===== config.mk =====
export PLATFORM = sky130hd
export DESIGN_NAME = greedy_word_wrap_stream_top
export DESIGN_NICKNAME = d
export VERILOG_FILES = /design/src/rtl/gww_pkg.sv /design/src/rtl/greedy_word_wrap_stream_top.sv /design/src/rtl/gww_word_mem.sv
export SDC_FILE = /design/constraint.sdc
export NUM_CORES = 1
export LEC_CHECK = 0
export BUFFER_PORTS_ARGS = -buffer_cell sky130_fd_sc_hd__buf_4
export CAP_MARGIN = 20
export CORE_AREA = 2 2 171 173
export DETAILED_ROUTE_END_ITERATION = 8
export DIE_AREA = 0 0 173 175
export GPL_TIMING_DRIVEN = 0
export HOLD_SLACK_MARGIN = 0.12
export PLACE_DENSITY = 0.68
export SLEW_MARGIN = 20
export SYNTH_ARGS = -nofsm -noshare
export SYNTH_HDL_FRONTEND = slang
export SYNTH_SLANG_ARGS = --single-unit
export TNS_END_PERCENT = 5

===== constraint.sdc =====
create_clock -name clk -period 3.7 [get_ports clk]
set_input_delay 0.74 -clock clk [delete_from_list [all_inputs] [get_ports clk]]
set_output_delay 0.74 -clock clk [all_outputs]
set_load 0.005 [all_outputs]

===== src/rtl/gww_pkg.sv =====
// ----------------------------------------------------------------------------
// gww_pkg: shared types and constants for the greedy word-wrap stream
// Character codes, the paragraph threshold, the line width reset value,
// the sequencer state type and a whitespace test.
// ----------------------------------------------------------------------------
package gww_pkg;

  localparam logic [7:0] CH_TAB = 8'h09;
  localparam logic [7:0] CH_NL  = 8'h0A;
  localparam logic [7:0] CH_CR  = 8'h0D;
  localparam logic [7:0] CH_SP  = 8'h20;

  // newlines between words that make a paragraph break
  localparam logic [1:0] PARA_RUN = 2'd2;

  localparam logic [7:0] LINE_WIDTH_RESET = 8'd80;

  typedef enum logic [2:0] {
    S_IDLE,
    S_PARA1,
    S_PARA2,
    S_PRE,
    S_WORD,
    S_POST
  } state_t;

  function automatic logic is_white(input logic [7:0] b);
    return b inside {CH_SP, [CH_TAB:CH_CR]};
  endfunction

endpackage


===== src/rtl/greedy_word_wrap_stream_top.sv =====
// ----------------------------------------------------------------------------
// greedy_word_wrap_stream_top: greedy word wrap of a byte stream
// Collects words in a small store and refills them to cfg line width.
// ----------------------------------------------------------------------------
// A word byte is taken and causes no output, except the first word byte
// after two or more newlines, which sends two newlines. A whitespace or
// end-of-text item that closes a pending word sends its bytes, preceded by
// a space or newline when a word is already on the line and followed by a
// trailing newline at end of text or after an overlong word. The single
// output register and the one read port of the word store give one byte
// per cycle while out_stall is low. A new item is taken as soon as the
// last byte of the previous run sits in the output register. A word byte
// arriving with the store full is dropped and the sticky overlong flag is
// set; a word wider than line_width goes on a line of its own and sets it
// too. No clearing pass: only bytes of the current word are ever read back.
// ----------------------------------------------------------------------------
module greedy_word_wrap_stream_top
  import gww_pkg::*;
#(
  parameter int MAX_WORD = 32
) (
  input  logic       clk,
  input  logic       rst_n,
  // input items
  input  logic       in_valid,
  output logic       in_stall,
  input  logic [7:0] in_byte,
  input  logic       in_end_of_text,
  // result items
  output logic       out_valid,
  input  logic       out_stall,
  output logic [7:0] out_byte,
  output logic       out_last_of_run,
  output logic       out_overlong_error,
  // line width register
  input  logic       cfg_write_en,
  input  logic [7:0] cfg_line_width
);

  localparam int AW = (MAX_WORD > 1) ? $clog2(MAX_WORD) : 1;
  localparam int CW = $clog2(MAX_WORD + 1);
  localparam logic [CW-1:0] MAX_CNT = CW'(MAX_WORD);

  // line state
  state_t        state_r, state_nxt;
  logic [CW-1:0] word_count_r;
  logic [8:0]    line_used_r;
  logic          not_first_r;
  logic [1:0]    newline_run_r;
  logic          error_r;
  logic [7:0]    line_width_r;

  // run plan captured when a word is closed
  logic [7:0]    pre_byte_r;
  logic          post_r;
  logic [CW-1:0] len_r;
  logic [AW-1:0] idx_r;

  // output register
  logic          out_valid_r;
  logic [7:0]    out_byte_r;
  logic          out_last_r;
  logic          out_err_r;

  logic          in_accept;
  logic          byte_white;
  logic          do_flush;
  logic          do_word;
  logic          do_para;
  logic [9:0]    wl10;
  logic [9:0]    total10;
  logic [9:0]    width10;
  logic          fit_line;
  logic          over_wl;
  logic [8:0]    flush_used;
  logic          load_ok;
  logic          word_last;

  logic          emit;
  logic [7:0]    emit_byte;
  logic          emit_last;
  logic          rd_en;
  logic [AW-1:0] rd_addr;
  logic [7:0]    rd_data;
  logic          wr_en;

  assign in_stall  = (state_r != S_IDLE);
  assign in_accept = in_valid && !in_stall;
  assign load_ok   = !out_valid_r || !out_stall;

  // ---- decisions on the accepted item ----
  assign byte_white = is_white(in_byte);
  assign do_flush   = in_accept && (in_end_of_text || byte_white) && (word_count_r != '0);
  assign do_word    = in_accept && !in_end_of_text && !byte_white;
  assign do_para    = do_word && (newline_run_r >= PARA_RUN);
  assign wr_en      = do_word && (word_count_r < MAX_CNT);

  assign wl10     = 10'(word_count_r);
  assign width10  = 10'(line_width_r);
  assign total10  = 10'(line_used_r) + wl10 + 10'd1;
  assign fit_line = (total10 <= width10);
  assign over_wl  = (wl10 > width10);
  // word after a space keeps the line; otherwise the word starts one,
  // and an overlong word leaves an empty line behind it
  assign flush_used = (not_first_r && fit_line) ? total10[8:0]
                    : (over_wl ? 9'd0 : 9'(word_count_r));

  assign word_last = ((CW'(idx_r) + CW'(1)) == len_r);

  // ---- configuration ----
  always_ff @(posedge clk) begin
    if (!rst_n) begin
      line_width_r <= LINE_WIDTH_RESET;
    end else if (cfg_write_en) begin
      line_width_r <= cfg_line_width;
    end
  end

  // ---- line state update ----
  always_ff @(posedge clk) begin
    if (!rst_n) begin
      word_count_r  <= '0;
      line_used_r   <= '0;
      not_first_r   <= 1'b0;
      newline_run_r <= '0;
      error_r       <= 1'b0;
    end else if (in_accept) begin
      if (in_end_of_text) begin
        if (do_flush && over_wl) begin
          error_r <= 1'b1;
        end
        word_count_r  <= '0;
        line_used_r   <= '0;
        not_first_r   <= 1'b0;
        newline_run_r <= '0;
      end else if (byte_white) begin
        if (do_flush) begin
          word_count_r <= '0;
          line_used_r  <= flush_used;
          not_first_r  <= !over_wl;
          if (over_wl) begin
            error_r <= 1'b1;
          end
        end
        if (in_byte == CH_NL && newline_run_r < PARA_RUN) begin
          newline_run_r <= newline_run_r + 2'd1;
        end
      end else begin
        if (do_para) begin
          not_first_r <= 1'b0;
          line_used_r <= '0;
        end
        newline_run_r <= '0;
        if (word_count_r < MAX_CNT) begin
          word_count_r <= word_count_r + CW'(1);
        end else begin
          error_r <= 1'b1;
        end
      end
    end
  end

  // ---- run plan and word index ----
  always_ff @(posedge clk) begin
    if (do_flush) begin
      pre_byte_r <= fit_line ? CH_SP : CH_NL;
      post_r     <= over_wl || in_end_of_text;
      len_r      <= word_count_r;
      idx_r      <= '0;
    end else if (state_r == S_WORD && load_ok && !word_last) begin
      idx_r <= idx_r + AW'(1);
    end
  end

  // ---- sequencer ----
  always_ff @(posedge clk) begin
    if (!rst_n) begin
      state_r <= S_IDLE;
    end else begin
      state_r <= state_nxt;
    end
  end

  always_comb begin
    state_nxt = state_r;
    case (state_r)
      S_IDLE: begin
        if (do_para) begin
          state_nxt = S_PARA1;
        end else if (do_flush) begin
          state_nxt = not_first_r ? S_PRE : S_WORD;
        end
      end
      S_PARA1: if (load_ok) state_nxt = S_PARA2;
      S_PARA2: if (load_ok) state_nxt = S_IDLE;
      S_PRE:   if (load_ok) state_nxt = S_WORD;
      S_WORD: begin
        if (load_ok && word_last) begin
          state_nxt = post_r ? S_POST : S_IDLE;
        end
      end
      S_POST:  if (load_ok) state_nxt = S_IDLE;
      default: state_nxt = S_IDLE;
    endcase
  end

  // emitted byte per state; the store is read one byte ahead so its data
  // is ready when the word starts, and it holds while the output stalls
  always_comb begin
    emit      = 1'b0;
    emit_byte = CH_NL;
    emit_last = 1'b0;
    rd_en     = 1'b0;
    rd_addr   = '0;
    case (state_r)
      S_IDLE: begin
        rd_en = 1'b1;
      end
      S_PARA1: begin
        emit = load_ok;
      end
      S_PARA2: begin
        emit      = load_ok;
        emit_last = 1'b1;
      end
      S_PRE: begin
        emit      = load_ok;
        emit_byte = pre_byte_r;
      end
      S_WORD: begin
        emit      = load_ok;
        emit_byte = rd_data;
        emit_last = word_last && !post_r;
        rd_en     = load_ok && !word_last;
        rd_addr   = idx_r + AW'(1);
      end
      S_POST: begin
        emit      = load_ok;
        emit_last = 1'b1;
      end
      default: begin
        emit = 1'b0;
      end
    endcase
  end

  gww_word_mem #(
    .DEPTH (MAX_WORD),
    .AW    (AW)
  ) u_mem (
    .clk     (clk),
    .wr_en   (wr_en),
    .wr_addr (word_count_r[AW-1:0]),
    .wr_data (in_byte),
    .rd_en   (rd_en),
    .rd_addr (rd_addr),
    .rd_data (rd_data)
  );

  // ---- output register ----
  always_ff @(posedge clk) begin
    if (!rst_n) begin
      out_valid_r <= 1'b0;
    end else if (load_ok) begin
      out_valid_r <= emit;
    end
  end

  always_ff @(posedge clk) begin
    if (emit) begin
      out_byte_r <= emit_byte;
      out_last_r <= emit_last;
      out_err_r  <= error_r;
    end
  end

  assign out_valid          = out_valid_r;
  assign out_byte           = out_byte_r;
  assign out_last_of_run    = out_last_r;
  assign out_overlong_error = out_err_r;

  // ---- checks ----
  a_count_bound: assert property (@(posedge clk) disable iff (!rst_n)
    word_count_r <= MAX_CNT)
    else $error("word count past store depth");

  a_run_len: assert property (@(posedge clk) disable iff (!rst_n)
    (state_r == S_PRE || state_r == S_WORD) |-> (len_r != '0 && CW'(idx_r) < len_r))
    else $error("word run with bad length or index");

  a_eot_clear: assert property (@(posedge clk) disable iff (!rst_n)
    (in_accept && in_end_of_text) |=>
      (word_count_r == '0 && line_used_r == '0 && newline_run_r == '0 && !not_first_r))
    else $error("line state not cleared at end of text");

  a_line_bound: assert property (@(posedge clk) disable iff (!rst_n)
    !line_used_r[8] && newline_run_r <= PARA_RUN)
    else $error("line use or newline run out of range");

endmodule


===== src/rtl/gww_word_mem.sv =====
// ----------------------------------------------------------------------------
// gww_word_mem: word byte store
// One write port, one read port, registered read data that holds when the
// read enable is low.
// ----------------------------------------------------------------------------
module gww_word_mem
  import gww_pkg::*;
#(
  parameter int DEPTH = 32,
  parameter int AW    = 5
) (
  input  logic          clk,
  input  logic          wr_en,
  input  logic [AW-1:0] wr_addr,
  input  logic [7:0]    wr_data,
  input  logic          rd_en,
  input  logic [AW-1:0] rd_addr,
  output logic [7:0]    rd_data
);

  logic [7:0] mem [DEPTH];
  logic [7:0] rd_data_r;

  always_ff @(posedge clk) begin
    if (wr_en) begin
      mem[wr_addr] <= wr_data;
    end
    if (rd_en) begin
      rd_data_r <= mem[rd_addr];
    end
  end

  // a space never reaches the store, so an unexpected one marks a bad read
  assign rd_data = is_white(rd_data_r) ? CH_SP : rd_data_r;

endmodule

==> run metrics <==
outcome=finished with violations; failing checks=negative setup slack; cells on worst reg2reg path=17; worst path bufs/invs=2; CTS Hold Bufs=0; Cell Int Power=7.389 mW; Power Density=~670 nW/um2; CTS tree=yes; min Tclk post-route=3.734 ns; CP delay by family, top=compound AO/OA/AOI/OAI gates; Detail Route Antenna Nets=0; most common cell after layout, fill and taps aside=edfxtp_1; Worst-Skew Late Latency=0.51 ns; Die W=173 um; RePlAce Congestion=0.9142; clock root buffer master=clkbuf_16; final wirelength=around 35 mm; via count=9,121; I/O pin cnt=34; Clk pin slew, worst setup/hold paths=0.06 ns; CP arrival=4.16 ns; CP max FO=5; mapped cell area=14,050 um2; Netlist cell types=78; FMAX=267.8 MHz; first-pass GRT wire length=52.58 mm; cells along the critical path=inv_4 > ha_4 > inv_2 > fa_2 > a211oi_2 > nor2_1 > o21a_1 > nor2_2 > xnor2_2 > ha_1 > a211oi_2 > nand2_1 > o31ai_4 > o2111ai_4 > nor2b_4 > or3b_4 > a21oi_2; Hold Path Class=in -> reg; initial antenna violation count=0; reg2reg end=line_used_r[7]; total gr overflow=0; Top FF cell, synth=edfxtp_1; normalized max-slew margin=between 30% and 40%; clk buf depth=3; Critical Path Sink Type=flop; Placed Area=14,780 um2; CP max stage delay=roughly 0.41 ns; Final Non-Filler Cells=1,518; sequential share of power=38.6%; Initial Util=49.49%; Final #Nets=1,162; synth-to-layout area growth=14.95%; Final Cycle Share=100.9%; Port Buffer Count=32; Combinational Power Share=~29%; sequential fraction of the synthesis area=65.61%; Max-Cap Viols=0; Crit Path Class=reg -> reg; Cells after DPL=1,449; syn_area_per_cell=between 10 and 15 um2; total core area=28,390 um2; RSZ-0062 raised after global routing=true; Reg-to-Reg Start=word_count_r[0]; largest net degree at the start of global routing=36; DR WL/cell=22.97 um; most frequent cells in the layout=edfxtp_1 (283), nor2_1 (74), a21oi_1 (72); Die Area=30,280 um2; DRC Markers=0; final setup vio count=2; Worst-Margin Slew=0.9323 ns; CTS sink count=319; Slew Viols, Final=0; std cell rows=62; Synth Register Bits=319; Fillers=about 2.3k; clock power share=roughly a third; Fin. Hold Viols=0; Yosys Warn Count=0; post-synthesis net count=1,083; Psw=between 3 and 4 mW; drt first pass iters=5; Hold EP=line_width_r[4]; HPWL after DPL=about 23 mm; Cells on Worst Hold Path=3; vias in the first global route=about 9.0k; diode count=0; Sw Share=approximately a third; clk_skew=0.01747 ns; R2R Setup Slk=-0.03 ns; CTS H-tree lvls=2; share of cells above drive strength 1=17.55%; startpoint class of the critical path=flop; Hold Startpoint=cfg_line_width[4]; total CTS buffers=34; FFs w/ async S/R, synth=0%; Most common cell on crit path=a211oi_2; Worst Hold Margin=~0.46 ns; Critical Path RT=4.13 ns; Post-synth EDFFs=about 280; post-synthesis cell count=1,033; GRT Resource Usage Total=23.02%; average vias per placed instance=about 6; Crit-path slowest cell=fa_2; Final WS setup=-0.03378 ns; 1st-iter DRT viols=1,037; VDD IR max=293.8 uV; die height=175 um; design area=16,150 um2; Lkg Pwr=5.482 nW
worst max path at each step:
stage                    start               end  slack (ns)  cells after the start
3_5_place_dp        in_byte[7]   u_mem.mem[9][6]       -0.81                      8
6_report       word_count_r[0]    line_used_r[7]       -0.03                     17
5_1_grt        word_count_r[0]    line_used_r[7]       -0.20                     17
3_3_place_gp        in_byte[7]  u_mem.mem[17][5]       -0.73                      8
2_1_floorplan  word_count_r[0]    line_used_r[7]        0.02                     17
4_1_cts        word_count_r[0]    line_used_r[7]       -0.11                     17
worst register-to-register path, cell delays in order (launching register included):
cell and delay (ns):
dfxtp_4 0.35, inv_4 0.06, ha_4 0.12, inv_2 0.04, fa_2 0.41, a211oi_2 0.29, nor2_1 0.09, o21a_1 0.21
nor2_2 0.15, xnor2_2 0.10, ha_1 0.35, a211oi_2 0.23, nand2_1 0.11, o31ai_4 0.33, o2111ai_4 0.20, nor2b_4 0.15
or3b_4 0.38, a21oi_2 0.12
per-stage QoR:
| step | TNS (ns) | power, mW | utilization [%] | setup WS, ns |
|---|---|---|---|---|
| after CTS | -0.1121 | 10.87 | 56.47 | -0.1121 |
| after floorplan | 0 | 6.224 | - | 0.01917 |
| after global routing | -7.281 | 11.29 | 56.89 | -0.1951 |
| after global placement | -171.95 | 7.292 | 52.04 | -0.7318 |
| final | -0.03967 | 10.89 | 56.89 | -0.03378 |
| after detailed placement | -187.62 | 7.343 | 52.04 | -0.8053 |
sequential cells by signal, indices dropped and copies added, names as in the netlist:
register / flops
u_mem.mem: 256
line_used_r: 9
line_width_r: 8
out_byte: 8
u_mem.rd_data_r: 8
len_r: 6
word_count_r: 6
idx_r: 5
state_r: 3
newline_run_r: 2
pre_byte_r: 2
error_r: 1
not_first_r: 1
out_last_of_run: 1
out_overlong_error: 1
out_valid: 1
post_r: 1
cell families (layout without fill, tap and decap cells):
| kind of cell | Yosys count | after routing | synth area share (%) |
|---|---|---|---|
| XOR/XNOR | 21 | 21 | 1.496 |
| flip-flops | 319 | 319 | 65.61 |
| buffers and inverters | 79 | 180 | 2.520 |
| AND/OR/NAND/NOR | 290 | 290 | 10.37 |
| AO/OA/AOI/OAI | 227 | 227 | 10.88 |
| multiplexers | 69 | 69 | 6.572 |
| adder cells (fa/ha/maj) | 28 | 28 | 2.547 |
cell type report:
type | count | area (um2) | share of cell area [%]
buffer | 55 | 264.0 | 1.635
clock buffer | 45 | 943.4 | 5.841
clock inverter | 13 | 215.2 | 1.332
inverter | 24 | 92.59 | 0.5732
multi-input combinational | 635 | 4607 | 28.52
sequential | 319 | 9226 | 57.12
tap | 384 | 480.5 | 2.975
timing repair buffer | 43 | 322.8 | 1.999
cells in the mapped netlist, types with 5 or more instances:
cell type / number / share of area [%]
mux4_2: 16 / 2.6
xor2_1: 10 / 0.62
o221ai_1: 14 / 0.87
edfxtp_1: 283 / 60
a31oi_1: 11 / 0.49
o22ai_1: 12 / 0.53
ha_1: 27 / 2.4
nand3_1: 18 / 0.64
o21ai_0: 25 / 0.89
a21o_1: 6 / 0.32
o211ai_1: 21 / 1.1
or3_1: 21 / 0.94
buf_2: 7 / 0.25
mux2_2: 26 / 2.1
a21oi_1: 73 / 2.6
nor2_1: 90 / 2.4
and2_1: 14 / 0.62
a32oi_1: 5 / 0.31
buf_1: 7 / 0.19
nand2_1: 65 / 1.7
buf_6: 5 / 0.40
o31ai_1: 5 / 0.27
nor3_1: 20 / 0.71
a211oi_1: 11 / 0.59
clkbuf_1: 33 / 0.88
nand2b_1: 13 / 0.58
mux2i_1: 27 / 1.9
nand3b_1: 5 / 0.27
xnor2_1: 9 / 0.56
and3_1: 15 / 0.67
inv_1: 22 / 0.59
a221oi_1: 10 / 0.62
dfxtp_1: 36 / 5.1
power by group through the flow:
stage               Sequential [mW]  Clock (mW)  Combinational [mW]
floorplan                      4.26           0                1.96
global placement               4.28           0                3.02
detailed placement             4.28           0                3.06
CTS                            4.21        3.59                3.08
global route                   4.22        3.72                3.34
finish                         4.21        3.54                3.14
repair_timing:
item,4_1_cts,5_1_grt
resized for setup,20,18
buffers inserted,3,8
pin swaps,2,14
endpoints found under the hold margin,0,0
endpoints found under the setup margin,266,178
gates cloned,0,0
per-layer routing:
| layer | routed length [um] | vias to the layer above | track usage [%] |
|---|---|---|---|
| li1 | - | 4138 | - |
| met3 | 2614 | 83 | 4.091 |
| met2 | 16810 | 401 | 38.57 |
| met5 | 0 | - | 0 |
| met1 | 14190 | 4499 | 30.14 |
| met4 | 1242 | 0 | 8.686 |
No activity file was read; power rests on OpenSTA's default activity.
